## src/sv/lcdws_pkg.sv

```systemverilog
// Shared types, constants and microcode for the character LCD write sequencer.
// No dependencies; used by every module of the block.
package lcdws_pkg;

    localparam int PULSE_US      = 2000;
    localparam int INIT_WAIT_US  = 200000;
    localparam int CLEAR_WAIT_US = 10000;
    localparam int CMD_GAP_US    = 1000;

    localparam int HOLD_W   = 18;
    localparam int HOLD_MAX = 262143;
    localparam int PC_W     = 6;
    localparam int ROM_DEPTH = 33;

    localparam logic [7:0] ROW1_BASE = 8'h80;
    localparam logic [7:0] ROW2_BASE = 8'hC0;
    localparam logic [7:0] ROW3_BASE = 8'h94;
    localparam logic [7:0] ROW4_BASE = 8'hD4;

    localparam logic [PC_W-1:0] ENT_CHAR  = PC_W'(0);
    localparam logic [PC_W-1:0] ENT_CMD   = PC_W'(4);
    localparam logic [PC_W-1:0] ENT_CLEAR = PC_W'(8);
    localparam logic [PC_W-1:0] ENT_INIT  = PC_W'(12);

    function automatic logic [HOLD_W-1:0] sat_hold(input int v);
        logic [HOLD_W-1:0] r;
        r = (v > HOLD_MAX) ? HOLD_W'(HOLD_MAX) : HOLD_W'(v);
        return r;
    endfunction

    localparam logic [HOLD_W-1:0] HOLD_PULSE_VAL = sat_hold(PULSE_US);
    localparam logic [HOLD_W-1:0] HOLD_GAP_VAL   = sat_hold(PULSE_US + CMD_GAP_US);
    localparam logic [HOLD_W-1:0] HOLD_CLEAR_VAL = sat_hold(PULSE_US + CLEAR_WAIT_US);
    localparam logic [HOLD_W-1:0] HOLD_INIT_VAL  = sat_hold(INIT_WAIT_US);

    typedef enum logic [2:0] {
        KIND_CHAR   = 3'd0,
        KIND_CMD    = 3'd1,
        KIND_CURSOR = 3'd2,
        KIND_INIT   = 3'd3,
        KIND_CLEAR  = 3'd4
    } kind_t;

    typedef enum logic [2:0] {
        CFG_FOUR_BIT  = 3'd0,
        CFG_FUNC_SET  = 3'd1,
        CFG_DISP_ON   = 3'd2,
        CFG_ENTRY     = 3'd3,
        CFG_HOME      = 3'd4,
        CFG_CLEAR     = 3'd5
    } cfg_idx_t;

    typedef enum logic [2:0] {
        SRC_ZERO  = 3'd0,
        SRC_REQ   = 3'd1,
        SRC_HOME  = 3'd2,
        SRC_FUNC  = 3'd3,
        SRC_DISP  = 3'd4,
        SRC_CLEAR = 3'd5,
        SRC_ENTRY = 3'd6
    } src_t;

    typedef enum logic [1:0] {
        HOLD_PULSE = 2'd0,
        HOLD_GAP   = 2'd1,
        HOLD_CLEAR = 2'd2,
        HOLD_INIT  = 2'd3
    } hold_sel_t;

    typedef struct packed {
        src_t      src;
        logic      nib_hi;
        logic      four_only;
        logic      rs;
        logic      en;
        hold_sel_t hold;
        logic      last;
    } uword_t;

    typedef struct packed {
        logic       four_bit_mode;
        logic [7:0] function_set_cmd;
        logic [7:0] display_on_cmd;
        logic [7:0] entry_mode_cmd;
        logic [7:0] home_cmd;
        logic [7:0] clear_cmd;
    } cfg_t;

    // One byte transfer: high nibble pulse, low nibble pulse (low only in 8-bit mode).
    function automatic uword_t byte_word(input src_t src, input logic rs,
                                         input logic four_only, input hold_sel_t hold_end,
                                         input logic last_end, input logic [1:0] off);
        uword_t w;
        w.src       = src;
        w.rs        = rs;
        w.four_only = four_only;
        w.nib_hi    = ~off[1];
        w.en        = ~off[0];
        w.hold      = (off == 2'd3) ? hold_end : HOLD_PULSE;
        w.last      = (off == 2'd3) ? last_end : 1'b0;
        return w;
    endfunction

    function automatic uword_t ucode(input logic [PC_W-1:0] addr);
        uword_t          w;
        logic [PC_W-1:0] rel;
        rel = PC_W'(addr - (ENT_INIT + PC_W'(1)));
        w = byte_word(SRC_ZERO, 1'b0, 1'b0, HOLD_PULSE, 1'b1, 2'd3);
        if (addr < ENT_CMD) begin
            w = byte_word(SRC_REQ, 1'b1, 1'b0, HOLD_PULSE, 1'b1, addr[1:0]);
        end
        else if (addr < ENT_CLEAR) begin
            w = byte_word(SRC_REQ, 1'b0, 1'b0, HOLD_PULSE, 1'b1, addr[1:0]);
        end
        else if (addr < ENT_INIT) begin
            w = byte_word(SRC_CLEAR, 1'b0, 1'b0, HOLD_CLEAR, 1'b1, addr[1:0]);
        end
        else if (addr == ENT_INIT) begin
            w = '{src: SRC_ZERO, nib_hi: 1'b0, four_only: 1'b0, rs: 1'b0, en: 1'b0,
                  hold: HOLD_INIT, last: 1'b0};
        end
        else begin
            case (rel[4:2])
                3'd0: w = byte_word(SRC_HOME, 1'b0, 1'b1, HOLD_GAP, 1'b0, rel[1:0]);
                3'd1: w = byte_word(SRC_FUNC, 1'b0, 1'b0, HOLD_GAP, 1'b0, rel[1:0]);
                3'd2: w = byte_word(SRC_DISP, 1'b0, 1'b0, HOLD_GAP, 1'b0, rel[1:0]);
                3'd3: w = byte_word(SRC_CLEAR, 1'b0, 1'b0, HOLD_CLEAR, 1'b0, rel[1:0]);
                3'd4: w = byte_word(SRC_ENTRY, 1'b0, 1'b0, HOLD_GAP, 1'b1, rel[1:0]);
                default: w = byte_word(SRC_ZERO, 1'b0, 1'b0, HOLD_PULSE, 1'b1, 2'd3);
            endcase
        end
        return w;
    endfunction

endpackage

```

## src/sv/lcdws_cfg_regs.sv

```systemverilog
// Configuration register file of the LCD write sequencer.
// Depends on lcdws_pkg.
module lcdws_cfg_regs (
    input  logic                 clk,
    input  logic                 rst_n,
    input  logic                 cfg_valid,
    output logic                 cfg_ready,
    input  logic [2:0]           cfg_index,
    input  logic [7:0]           cfg_data,
    output lcdws_pkg::cfg_t      cfg
);

    lcdws_pkg::cfg_t cfg_reg;

    assign cfg_ready = 1'b1;
    assign cfg       = cfg_reg;

    always_ff @(posedge clk or negedge rst_n)
    begin
        if (!rst_n)
        begin
            cfg_reg.four_bit_mode    <= 1'b1;
            cfg_reg.function_set_cmd <= 8'h28;
            cfg_reg.display_on_cmd   <= 8'h0C;
            cfg_reg.entry_mode_cmd   <= 8'h06;
            cfg_reg.home_cmd         <= 8'h02;
            cfg_reg.clear_cmd        <= 8'h01;
        end
        else if (cfg_valid)
        begin
            case (lcdws_pkg::cfg_idx_t'(cfg_index))
                lcdws_pkg::CFG_FOUR_BIT: cfg_reg.four_bit_mode    <= cfg_data[0];
                lcdws_pkg::CFG_FUNC_SET: cfg_reg.function_set_cmd <= cfg_data;
                lcdws_pkg::CFG_DISP_ON:  cfg_reg.display_on_cmd   <= cfg_data;
                lcdws_pkg::CFG_ENTRY:    cfg_reg.entry_mode_cmd   <= cfg_data;
                lcdws_pkg::CFG_HOME:     cfg_reg.home_cmd         <= cfg_data;
                lcdws_pkg::CFG_CLEAR:    cfg_reg.clear_cmd        <= cfg_data;
                default: ;
            endcase
        end
    end

endmodule

```

## src/sv/lcdws_sequencer.sv

```systemverilog
// Microcode sequencer: dispatch on request kind, step counter, mode-dependent skips.
// Depends on lcdws_pkg (microcode table and control word type).
module lcdws_sequencer (
    input  logic                 clk,
    input  logic                 rst_n,
    input  logic                 in_valid,
    output logic                 in_ready,
    input  logic [2:0]           kind,
    input  logic [2:0]           row,
    input  logic                 four_bit_mode,
    input  logic                 out_free,
    output logic                 accept,
    output logic                 emit,
    output lcdws_pkg::uword_t    cw
);

    logic                        busy_reg, busy_next;
    logic [lcdws_pkg::PC_W-1:0]  pc_reg, pc_next;
    logic                        start_ok;
    logic [lcdws_pkg::PC_W-1:0]  start_pc;
    logic                        skip;

    always_comb
    begin
        start_ok = 1'b1;
        start_pc = lcdws_pkg::ENT_CHAR;
        case (lcdws_pkg::kind_t'(kind))
            lcdws_pkg::KIND_CHAR:   start_pc = lcdws_pkg::ENT_CHAR;
            lcdws_pkg::KIND_CMD:    start_pc = lcdws_pkg::ENT_CMD;
            lcdws_pkg::KIND_CURSOR:
            begin
                start_pc = lcdws_pkg::ENT_CMD;
                start_ok = (row >= 3'd1) && (row <= 3'd4);
            end
            lcdws_pkg::KIND_INIT:   start_pc = lcdws_pkg::ENT_INIT;
            lcdws_pkg::KIND_CLEAR:  start_pc = lcdws_pkg::ENT_CLEAR;
            default:                start_ok = 1'b0;
        endcase
    end

    assign in_ready = ~busy_reg;
    assign accept   = in_valid & in_ready;
    assign cw       = lcdws_pkg::ucode(pc_reg);
    // high nibble words and four-bit-only words fall through in 8-bit mode
    assign skip     = ~four_bit_mode & (cw.nib_hi | cw.four_only);
    assign emit     = busy_reg & out_free & ~skip;

    always_comb
    begin
        busy_next = busy_reg;
        pc_next   = pc_reg;
        if (accept)
        begin
            busy_next = start_ok;
            pc_next   = start_pc;
        end
        else if (busy_reg && (skip || emit))
        begin
            if (emit && cw.last)
                busy_next = 1'b0;
            else
                pc_next = pc_reg + lcdws_pkg::PC_W'(1);
        end
    end

    always_ff @(posedge clk or negedge rst_n)
    begin
        if (!rst_n)
        begin
            busy_reg <= 1'b0;
            pc_reg   <= '0;
        end
        else
        begin
            busy_reg <= busy_next;
            pc_reg   <= pc_next;
        end
    end

    a_start_loads_entry: assert property (@(posedge clk) disable iff (!rst_n)
        accept && start_ok |=> busy_reg && pc_reg == $past(start_pc))
        else $error("sequencer did not start at program entry");

    a_last_ends_run: assert property (@(posedge clk) disable iff (!rst_n)
        emit && cw.last |=> !busy_reg)
        else $error("run continued past its last segment");

    a_pc_in_rom: assert property (@(posedge clk) disable iff (!rst_n)
        busy_reg |-> pc_reg < lcdws_pkg::PC_W'(lcdws_pkg::ROM_DEPTH))
        else $error("step counter left the microcode table");

endmodule

```

## src/sv/lcdws_datapath.sv

```systemverilog
// Datapath: request byte latch, cursor address, byte and nibble select, output register.
// Depends on lcdws_pkg; driven by lcdws_sequencer control words.
module lcdws_datapath (
    input  logic                 clk,
    input  logic                 rst_n,
    input  logic                 accept,
    input  logic [2:0]           kind,
    input  logic [7:0]           byte_value,
    input  logic [2:0]           row,
    input  logic [5:0]           column,
    input  lcdws_pkg::cfg_t      cfg,
    input  logic                 emit,
    input  lcdws_pkg::uword_t    cw,
    output logic                 out_free,
    output logic                 out_valid,
    input  logic                 out_ready,
    output logic [7:0]           data_lines,
    output logic                 reg_select,
    output logic                 enable,
    output logic [17:0]          hold_us,
    output logic                 last
);

    logic [7:0]  req_byte_reg;
    logic [7:0]  base;
    logic [7:0]  cursor_addr;
    logic [7:0]  sel_byte;
    logic [7:0]  data_next;
    logic [lcdws_pkg::HOLD_W-1:0] hold_next;
    logic        out_valid_reg;
    logic [7:0]  data_lines_reg;
    logic        reg_select_reg;
    logic        enable_reg;
    logic [17:0] hold_us_reg;
    logic        last_reg;

    always_comb
    begin
        case (row)
            3'd1:    base = lcdws_pkg::ROW1_BASE;
            3'd2:    base = lcdws_pkg::ROW2_BASE;
            3'd3:    base = lcdws_pkg::ROW3_BASE;
            3'd4:    base = lcdws_pkg::ROW4_BASE;
            default: base = 8'h00;
        endcase
    end

    assign cursor_addr = base + {2'b00, column} - 8'd1;

    always_ff @(posedge clk)
    begin
        if (accept)
            req_byte_reg <= (lcdws_pkg::kind_t'(kind) == lcdws_pkg::KIND_CURSOR)
                            ? cursor_addr : byte_value;
    end

    always_comb
    begin
        case (cw.src)
            lcdws_pkg::SRC_REQ:   sel_byte = req_byte_reg;
            lcdws_pkg::SRC_HOME:  sel_byte = cfg.home_cmd;
            lcdws_pkg::SRC_FUNC:  sel_byte = cfg.function_set_cmd;
            lcdws_pkg::SRC_DISP:  sel_byte = cfg.display_on_cmd;
            lcdws_pkg::SRC_CLEAR: sel_byte = cfg.clear_cmd;
            lcdws_pkg::SRC_ENTRY: sel_byte = cfg.entry_mode_cmd;
            default:              sel_byte = 8'h00;
        endcase

        if (cw.nib_hi)
            data_next = {4'h0, sel_byte[7:4]};
        else if (cfg.four_bit_mode)
            data_next = {4'h0, sel_byte[3:0]};
        else
            data_next = sel_byte;

        case (cw.hold)
            lcdws_pkg::HOLD_PULSE: hold_next = lcdws_pkg::HOLD_PULSE_VAL;
            lcdws_pkg::HOLD_GAP:   hold_next = lcdws_pkg::HOLD_GAP_VAL;
            lcdws_pkg::HOLD_CLEAR: hold_next = lcdws_pkg::HOLD_CLEAR_VAL;
            lcdws_pkg::HOLD_INIT:  hold_next = lcdws_pkg::HOLD_INIT_VAL;
            default:               hold_next = lcdws_pkg::HOLD_PULSE_VAL;
        endcase
    end

    assign out_free = ~out_valid_reg | out_ready;

    always_ff @(posedge clk or negedge rst_n)
    begin
        if (!rst_n)
            out_valid_reg <= 1'b0;
        else if (emit)
            out_valid_reg <= 1'b1;
        else if (out_ready)
            out_valid_reg <= 1'b0;
    end

    always_ff @(posedge clk)
    begin
        if (emit)
        begin
            data_lines_reg <= data_next;
            reg_select_reg <= cw.rs;
            enable_reg     <= cw.en;
            hold_us_reg    <= hold_next;
            last_reg       <= cw.last;
        end
    end

    assign out_valid  = out_valid_reg;
    assign data_lines = data_lines_reg;
    assign reg_select = reg_select_reg;
    assign enable     = enable_reg;
    assign hold_us    = hold_us_reg;
    assign last       = last_reg;

    a_nibble_upper_zero: assert property (@(posedge clk) disable iff (!rst_n)
        emit && cfg.four_bit_mode |=> data_lines_reg[7:4] == 4'h0)
        else $error("upper data lines driven in four-bit mode");

endmodule

```

## src/sv/char_lcd_write_sequencer.sv

```systemverilog
// Character LCD write sequencer, top level: config registers, microcode sequencer, datapath.
// Depends on lcdws_pkg, lcdws_cfg_regs, lcdws_sequencer, lcdws_datapath.
// Order: an accepted request loads the step counter, then each emitted segment is registered in the
// output register; for a byte in 8-bit mode the two high-nibble steps are skipped first.
// Throughput: at most one segment per cycle while the output is not stalled (8-bit mode skips
// still cost one microcode step each); a new request is accepted only after the previous run ends.
// Reset: asynchronous, active low; config returns to defaults, sequencer idles, no output valid.
module char_lcd_write_sequencer (
    input  logic        clk,
    input  logic        rst_n,
    input  logic        in_valid,
    output logic        in_ready,
    input  logic [2:0]  kind,
    input  logic [7:0]  byte_value,
    input  logic [2:0]  row,
    input  logic [5:0]  column,
    output logic        out_valid,
    input  logic        out_ready,
    output logic [7:0]  data_lines,
    output logic        reg_select,
    output logic        enable,
    output logic [17:0] hold_us,
    output logic        last,
    input  logic        cfg_valid,
    output logic        cfg_ready,
    input  logic [2:0]  cfg_index,
    input  logic [7:0]  cfg_data
);

    lcdws_pkg::cfg_t   cfg;
    lcdws_pkg::uword_t cw;
    logic              accept;
    logic              emit;
    logic              out_free;

    lcdws_cfg_regs u_cfg (
        .clk       (clk),
        .rst_n     (rst_n),
        .cfg_valid (cfg_valid),
        .cfg_ready (cfg_ready),
        .cfg_index (cfg_index),
        .cfg_data  (cfg_data),
        .cfg       (cfg)
    );

    lcdws_sequencer u_seq (
        .clk           (clk),
        .rst_n         (rst_n),
        .in_valid      (in_valid),
        .in_ready      (in_ready),
        .kind          (kind),
        .row           (row),
        .four_bit_mode (cfg.four_bit_mode),
        .out_free      (out_free),
        .accept        (accept),
        .emit          (emit),
        .cw            (cw)
    );

    lcdws_datapath u_dp (
        .clk        (clk),
        .rst_n      (rst_n),
        .accept     (accept),
        .kind       (kind),
        .byte_value (byte_value),
        .row        (row),
        .column     (column),
        .cfg        (cfg),
        .emit       (emit),
        .cw         (cw),
        .out_free   (out_free),
        .out_valid  (out_valid),
        .out_ready  (out_ready),
        .data_lines (data_lines),
        .reg_select (reg_select),
        .enable     (enable),
        .hold_us    (hold_us),
        .last       (last)
    );

endmodule

```

## config.mk

```make
export PLATFORM = sky130hd
export DESIGN_NAME = char_lcd_write_sequencer
export DESIGN_NICKNAME = d
export VERILOG_FILES = /design/src/sv/lcdws_pkg.sv /design/src/sv/lcdws_cfg_regs.sv /design/src/sv/lcdws_sequencer.sv /design/src/sv/lcdws_datapath.sv /design/src/sv/char_lcd_write_sequencer.sv
export SDC_FILE = /design/constraint.sdc
export NUM_CORES = 1
export LEC_CHECK = 0
export BUFFER_PORTS_ARGS = -buffer_cell sky130_fd_sc_hd__buf_2
export CORE_AREA = 4 4 92 94
export CTS_BUF_LIST = sky130_fd_sc_hd__clkbuf_8
export DETAILED_ROUTE_END_ITERATION = 10
export DIE_AREA = 0 0 96 98
export GPL_TIMING_DRIVEN = 0
export PLACE_DENSITY = 0.85
export RECOVER_POWER = 25
export SKIP_LAST_GASP = 1
export SLEW_MARGIN = 15
export SYNTH_ARGS = -nofsm -noshare
export SYNTH_HDL_FRONTEND = slang
export SYNTH_SLANG_ARGS = --single-unit
export TNS_END_PERCENT = 50
```

## constraint.sdc

```tcl
create_clock -name clk -period 4.4 [get_ports clk]
set_input_delay 0.66 -clock clk [delete_from_list [all_inputs] [get_ports clk]]
set_output_delay 0.66 -clock clk [all_outputs]
set_load 0.05 [all_outputs]
```

==> results of run 1 <==
==> where the power goes <==
| group | total [mW] | internal (mW) | switching [mW] |
|---|---|---|---|
| sequential | 1.13 | 1.04 | 0.0907 |
| combinational | 1.97 | 0.707 | 1.26 |
| clock | 0.534 | 0.277 | 0.257 |
| total | 3.64 | 2.03 | 1.61 |
==> worst paths after layout <==
path                            startpoint            endpoint  slack (ns)
hold / removal               u_cfg.cfg[19]       u_cfg.cfg[19]        0.51
min in group asynchronous            rst_n       u_cfg.cfg[21]        1.13
hold reg to reg              u_cfg.cfg[19]       u_cfg.cfg[19]        0.51
setup / recovery           u_seq.pc_reg[0]  u_dp.data_lines[3]        1.52
max in group asynchronous            rst_n       u_cfg.cfg[10]        1.80
setup reg to reg           u_seq.pc_reg[0]  u_dp.data_lines[3]        1.52
==> cell type report <==
| cell class | instances | share of cell area |
|---|---|---|
| Clock inverter | 6 | 0.0123 |
| Clock buffer | 10 | 0.0271 |
| Inverter | 20 | 0.0148 |
| Timing Repair Buffer | 59 | 0.0598 |
| Multi-Input combinational cell | 264 | 0.409 |
| Sequential cell | 77 | 0.409 |
| Tap cell | 102 | 0.0251 |
| Buffer | 29 | 0.0431 |
==> stage by stage <==
stage	cells	power [mW]	hold slack [ns]
after CTS	567	3.63	0.515
final	567	3.64	0.512
after global routing	567	3.88	0.532
after global placement	550	3.01	0.486
after detailed placement	551	3.09	0.497
after floorplan	390	2.63	0.364
==> cells in the mapped netlist, types with 6 or more instances <==
cell	n	area, sq um
sky130_fd_sc_hd__a21oi_1	9	45.0
sky130_fd_sc_hd__a222oi_1	11	110
sky130_fd_sc_hd__buf_4	12	90.1
sky130_fd_sc_hd__dfrtp_1	40	1000
sky130_fd_sc_hd__dfstp_2	9	236
sky130_fd_sc_hd__edfxtp_1	28	841
sky130_fd_sc_hd__ha_1	18	225
sky130_fd_sc_hd__inv_1	20	75.1
sky130_fd_sc_hd__mux2_2	43	484
sky130_fd_sc_hd__nand2_1	25	93.8
sky130_fd_sc_hd__nand3_1	11	55.1
sky130_fd_sc_hd__nor2_1	14	52.6
sky130_fd_sc_hd__nor3_1	9	45.0
sky130_fd_sc_hd__o211a_1	6	60.1
sky130_fd_sc_hd__o21a_1	6	45.0
sky130_fd_sc_hd__o21ai_0	18	90.1
==> critical path: stages (launching register included) <==
cell	delay, ns
sky130_fd_sc_hd__dfrtp_1	0.39
sky130_fd_sc_hd__buf_4	0.18
sky130_fd_sc_hd__inv_1	0.10
sky130_fd_sc_hd__ha_1	0.19
sky130_fd_sc_hd__buf_6	0.14
sky130_fd_sc_hd__nor3b_1	0.28
sky130_fd_sc_hd__o21bai_1	0.16
sky130_fd_sc_hd__a31oi_1	0.36
sky130_fd_sc_hd__nor2_1	0.20
sky130_fd_sc_hd__a222oi_1	0.34
sky130_fd_sc_hd__o21a_1	0.21
sky130_fd_sc_hd__mux2i_1	0.09
==> routing by layer <==
layer,GRT usage,vias to the layer above,routed length (um)
met4,0.0711,0,122
met2,0.340,149,4570
met3,0.0508,12,795
met5,0,-,0
li1,-,1549,-
met1,0.293,1593,4030
==> cell families (layout without fill, tap and decap cells) <==
group | count (synthesis) | after routing | share of synthesized area
and+or+nand+nor | 95 | 95 | 0.120
adders and majority gates | 19 | 19 | 0.0554
muxes | 47 | 47 | 0.118
buffers and inverters | 49 | 124 | 0.0665
xor gates and xnor gates | 9 | 9 | 0.0178
AOI/OAI and AO/OA | 87 | 87 | 0.150
other | 2 | 7 | 0.00170
DFF | 77 | 77 | 0.470
==> out/qor.tcl, run 1 <==
set qor(power.static_leakage_nw) 2.26
set qor(dpl_cell_area_sq_um) 4880
set qor(numPortBuffers) 58
set qor(largest_net_degree_at_the_start_of_global_routing) 50
set qor(layout.cell_area.non_filler_sq_um) 5080
set qor(run_status) {finished with violations}
set qor(yosys.cell_types.count) 66
set qor(timing.critical_path.fanout_max) 10
set qor(first_global_vias) 3349
set qor(grt_util_overall) 0.216
set qor(synthesis.yosys.warnings) 0
set qor(start_util) 0.579
set qor(worstRegToRegCells) 11
set qor(total_standard_cell_area_after_synthesis_sq_um) 4420
set qor(grt_antenna_before_repair) 0
set qor(postLayoutCoreUtil) 0.665
set qor(ff_latch_area_sq_um) 2080
set qor(syn2layout_area_growth_pct) 14.9
set qor(number_of_post_cts_setup_repair_buffers) 0
set qor(finalWorstSetupSlack_ns) 1.52
set qor(clock_insertion_delay_worst_skew_ns) 0.35
set qor(largest_register_ffs) 41
set qor(totalWireLength_mm) 9.51
set qor(fillerInstances) 587
set qor(hp-class) {register to register}
set qor(tcrit_tclk_final) 0.655
set qor(tritoncts) {built}
set qor(critPathArrivalTime_ns) 2.98
set qor(postSynth.asyncResetShare) 0.636
set qor(die-area_sq_um) 9410
set qor(drt_first_iter_violations) 221
set qor(cts.path.max_buffers) 2
set qor(fp.dieW_um) 96
set qor(postSynthAreaPerCell_sq_um) 11.5
set qor(slew-limit-headroom) -0.742
set qor(mostFrequentLayoutCell) {sky130_fd_sc_hd__buf_2}
set qor(grt_first_pass_wirelength_mm) 16.1
set qor(layout.cells.most_common_list) {sky130_fd_sc_hd__buf_2, sky130_fd_sc_hd__mux2_2, sky130_fd_sc_hd__dfrtp_1}
set qor(synth_flop_cell) {sky130_fd_sc_hd__dfrtp_1}
set qor(drive_gt1_frac) 0.363
set qor(crit_path_end_kind) {register}
set qor(antenna-diode-count) 0
set qor(route.detailed.drc) 0
set qor(finalWorstPathRequiredPeriod_ns) 2.88
set qor(placement.setup.worst_slack_ns) 1.35
set qor(gpl.final_weighted_congestion) 0.840
set qor(htree_levels) 3
set qor(worst_setup_hold_path_clk_slew_ns) 0.08
set qor(finalClockSkew_ns) 0.0108
set qor(ctsRootBufferMaster) {sky130_fd_sc_hd__clkbuf_8}
set qor(vdd_drop_max_mv) 0.349
set qor(synth_seq_cells) 77
set qor(worstPathRequired_ns) 4.50
set qor(finalNetCount) 515
set qor(cts_repair_resize_count) 0
set qor(grt_setup_unrepaired) {false}
set qor(via_per_inst) 5.83
set qor(core_region_area_sq_um) 7650
set qor(avgRoutedWirePerCell_um) 16.8
set qor(finalHoldViolCount) 0
set qor(route.vias.total) 3303
set qor(hold_depth) 1
set qor(finalSetupTns_ns) 0
set qor(timing.setup.critical_path_class) {register to register}
set qor(drtPass1Iterations) 5
set qor(synth-edff-count) 28
set qor(drv_cap) 1
set qor(multi_input_comb_area_sq_um) 2080
set qor(place_hpwl_mm) 6.95
set qor(netlist_instances) 385
set qor(highest_clock_frequency_the_design_can_meet_mhz) 347
set qor(cts.sinks) 77
set qor(setup-violations-final) 0
set qor(die_y_um) 98
set qor(finalMaxSlewViolations) 50
set qor(globalRoute.totalOverflow) 0
set qor(std_cell_rows) 32
set qor(critical_path.startpoint_type) {register}
set qor(violations) {capacitance limit, slew limit}
set qor(antenna_left) 0
set qor(ioPinCount) 68
set qor(postCtsHoldBufs) 0
set qor(cts_made_buffers) 9
set qor(worst-slew-pin-transition_ns) 2.61
set qor(seq_area_frac_synth) 0.470
set qor(powerDensity_nw_per_um2) 715
Power figures use the tool's default switching activity.
==> run 2: changes to the inputs <==
- clock period: 4.4 -> 2.7 ns (I/O delays scaled with it)
==> out/qor.tcl, run 2 (same netlist as run 1, synthesis figures left out) <==
set qor(numPortBuffers) 58 ;# unchanged
set qor(finalHoldViolCount) 0 ;# unchanged
set qor(clock_insertion_delay_worst_skew_ns) 0.37 ;# was 0.35 ns
set qor(power.static_leakage_nw) 2.31 ;# was 2.26 nW
set qor(die_y_um) 98 ;# unchanged
set qor(cp_num_buf_inv) 3 ;# unchanged
set qor(critPathArrivalTime_ns) 2.77 ;# was 2.98 ns
set qor(via_per_inst) 5.90 ;# was 5.83
set qor(worstRegToRegCells) 10 ;# was 11
set qor(antenna-diode-count) 0 ;# unchanged
set qor(grt_first_pass_wirelength_mm) 16.0 ;# was 16.1 mm
set qor(run_status) {complete, no violations} ;# was finished with violations
set qor(finalSetupTns_ns) 0 ;# unchanged
set qor(globalRoute.totalOverflow) 0 ;# unchanged
set qor(fp.dieW_um) 96 ;# unchanged
set qor(totalWireLength_mm) 9.85 ;# was 9.51 mm
set qor(place_hpwl_mm) 6.82 ;# was 6.95 mm
set qor(cts.path.max_buffers) 2 ;# unchanged
set qor(grt_antenna_before_repair) 0 ;# unchanged
set qor(finalWorstPathRequiredPeriod_ns) 2.67 ;# was 2.88 ns
set qor(critical_path.cell_chain) {buf_6, inv_2, ha_2, buf_6, and2b_2, o21a_1, o311a_4, a222oi_1, o21a_1, mux2i_1} ;# was buf_4, inv_1, ha_1, buf_6, nor3b_1, o21bai_1, a31oi_1, nor2_1, a222oi_1, o21a_1, mux2i_1
set qor(finalNetCount) 524 ;# was 515
set qor(layout.cells.most_common_list) {sky130_fd_sc_hd__buf_2, sky130_fd_sc_hd__mux2_2, sky130_fd_sc_hd__dfrtp_1} ;# unchanged
set qor(timing.setup.critical_path_class) {register to register} ;# unchanged
set qor(worst-slew-pin-transition_ns) 1.20 ;# was 2.61 ns
set qor(largest_register_ffs) 41 ;# unchanged
set qor(tcrit_tclk_final) 0.988 ;# was 0.655
set qor(antenna_left) 0 ;# unchanged
set qor(finalMaxSlewViolations) 0 ;# was 50
set qor(layout.cell_area.non_filler_sq_um) 5260 ;# was 5080 sq um
set qor(setup.worst_path.start) {u_seq.pc_reg[0]} ;# unchanged
set qor(grt_util_overall) 0.217 ;# was 0.216
set qor(avgRoutedWirePerCell_um) 17.1 ;# was 16.8 um
set qor(crit_slowest_cell) {sky130_fd_sc_hd__dfrtp_1} ;# unchanged
set qor(mostFrequentLayoutCell) {sky130_fd_sc_hd__buf_2} ;# unchanged
set qor(highest_clock_frequency_the_design_can_meet_mhz) 375 ;# was 347 MHz
set qor(timing.rr.start) {u_seq.pc_reg[0]} ;# unchanged
set qor(cts_made_buffers) 9 ;# unchanged
set qor(route.detailed.drc) 0 ;# unchanged
set qor(first_global_vias) 3278 ;# was 3349
set qor(htree_levels) 3 ;# unchanged
set qor(cts.sinks) 77 ;# unchanged
set qor(crit_path_end_kind) {register} ;# unchanged
set qor(die-area_sq_um) 9410 ;# unchanged
set qor(std_cell_rows) 32 ;# unchanged
set qor(dpl_cell_area_sq_um) 4870 ;# was 4880 sq um
set qor(ioPinCount) 68 ;# unchanged
set qor(timing.critical_path.fanout_max) 10 ;# unchanged
set qor(core_region_area_sq_um) 7650 ;# unchanged
set qor(finalClockSkew_ns) 0.0136 ;# was 0.0108 ns
set qor(setup-violations-final) 0 ;# unchanged
set qor(syn2layout_area_growth_pct) 18.9 ;# was 14.9%
set qor(vdd_drop_max_mv) 0.551 ;# was 0.349 mV
set qor(tritoncts) {built} ;# unchanged
set qor(drt_first_iter_violations) 235 ;# was 221
set qor(hp-class) {primary input to async pin} ;# was register to register
set qor(route.vias.total) 3396 ;# was 3303
set qor(worst_setup_hold_path_clk_slew_ns) 0.09 ;# was 0.08 ns
set qor(critical-path-top-delay-family) {compound AO/OA/AOI/OAI gates} ;# unchanged
set qor(path_depth) 10 ;# was 11
set qor(drive_gt1_frac) 0.409 ;# was 0.363
set qor(critical_path.startpoint_type) {register} ;# unchanged
set qor(ctsRootBufferMaster) {sky130_fd_sc_hd__clkbuf_8} ;# unchanged
set qor(cpPeakStageDelay_ns) 0.41 ;# was 0.39 ns
set qor(powerDensity_nw_per_um2) 1190 ;# was 715 nW/um^2
set qor(worstPathRequired_ns) 2.81 ;# was 4.50 ns
set qor(gpl.final_weighted_congestion) 0.852 ;# was 0.840
set qor(start_util) 0.579 ;# unchanged
set qor(slew-limit-headroom) 0.201 ;# was -0.742
set qor(largest_net_degree_at_the_start_of_global_routing) 50 ;# unchanged
set qor(drv_cap) 0 ;# was 1
set qor(drtPass1Iterations) 5 ;# unchanged
## run 2: cell count changes in the layout (fill, tap and decap cells not counted), sizes merged
cell and delta:
buf +9, inv +4, clkinv -3, clkbuf -2, bufinv -1, clkinvlp +1
nor2 +1
## run 2: where the power goes
part / leakage, nW / switching [mW] / internal [mW]
Combinational: 1.38 / 2.22 / 1.37
Sequential: 0.836 / 0.152 / 1.70
Clock: 0.0935 / 0.478 / 0.353
Total: 2.31 / 2.85 / 3.42
## run 2: layout make-up
type,count,area (sq um)
Clock buffer,9,124
Tap cell,102,128
Fill cell,568,2390
Sequential cell,77,2080
Inverter,20,75.1
Clock inverter,7,60.1
Multi-Input combinational cell,265,2170
Buffer,29,238
Timing Repair Buffer,67,383
## run 2: path summary, 6_finish.rpt
check	to	slack, ns
worst max-delay path	u_dp.data_lines[0]	0.03
worst min-delay path	u_cfg.cfg[24]	0.27
worst max register to register	u_dp.data_lines[0]	0.03
worst min register to register	u_cfg.cfg[21]	0.51
max in group asynchronous	u_seq.pc_reg[4]	1.69
min in group clk	u_seq.pc_reg[2]	0.29
## run 2: through the flow
| step | power (mW) | hold WS [ns] | util | setup slack [ns] | std cells |
|---|---|---|---|---|---|
| finish | 6.27 | 0.273 | 0.688 | 0.0331 | 576 |
| floorplan | 4.30 | 0.109 | - | 0.0696 | 390 |
| CTS | 6.06 | 0.271 | 0.674 | 0.0222 | 571 |
| detailed placement | 5.00 | 0.496 | 0.637 | -0.271 | 550 |
| global route | 6.63 | 0.320 | 0.688 | -0.0354 | 576 |
| global placement | 4.91 | 0.486 | 0.637 | -0.216 | 550 |
## run 2: worst reg2reg max path: cells and delay by family, from the launching register on
kind | cells | cell delay [ns]
muxes | 1 | 0.10
DFF | 1 | 0.41
buffers and inverters | 3 | 0.32
AOI/OAI and AO/OA | 4 | 1.14
adders and majority gates | 1 | 0.18
and+or+nand+nor | 1 | 0.26
## run 2: repair_timing
item / CTS / global route
hold buffers: 0 / 0
setup buffers: 4 / 5
setup endpoints to repair: 27 / 31
gates cloned: 1 / 0
endpoints found under the hold margin: 0 / 0
resized for setup: 10 / 15
pin swaps: 5 / 10
## run 2: routing by layer
layer / vias up / routed length (um) / global-route usage
met5: - / 0 / 0
met4: 0 / 214 / 0.0897
met3: 24 / 813 / 0.0416
met2: 165 / 4670 / 0.340
met1: 1633 / 4150 / 0.294
li1: 1574 / - / -
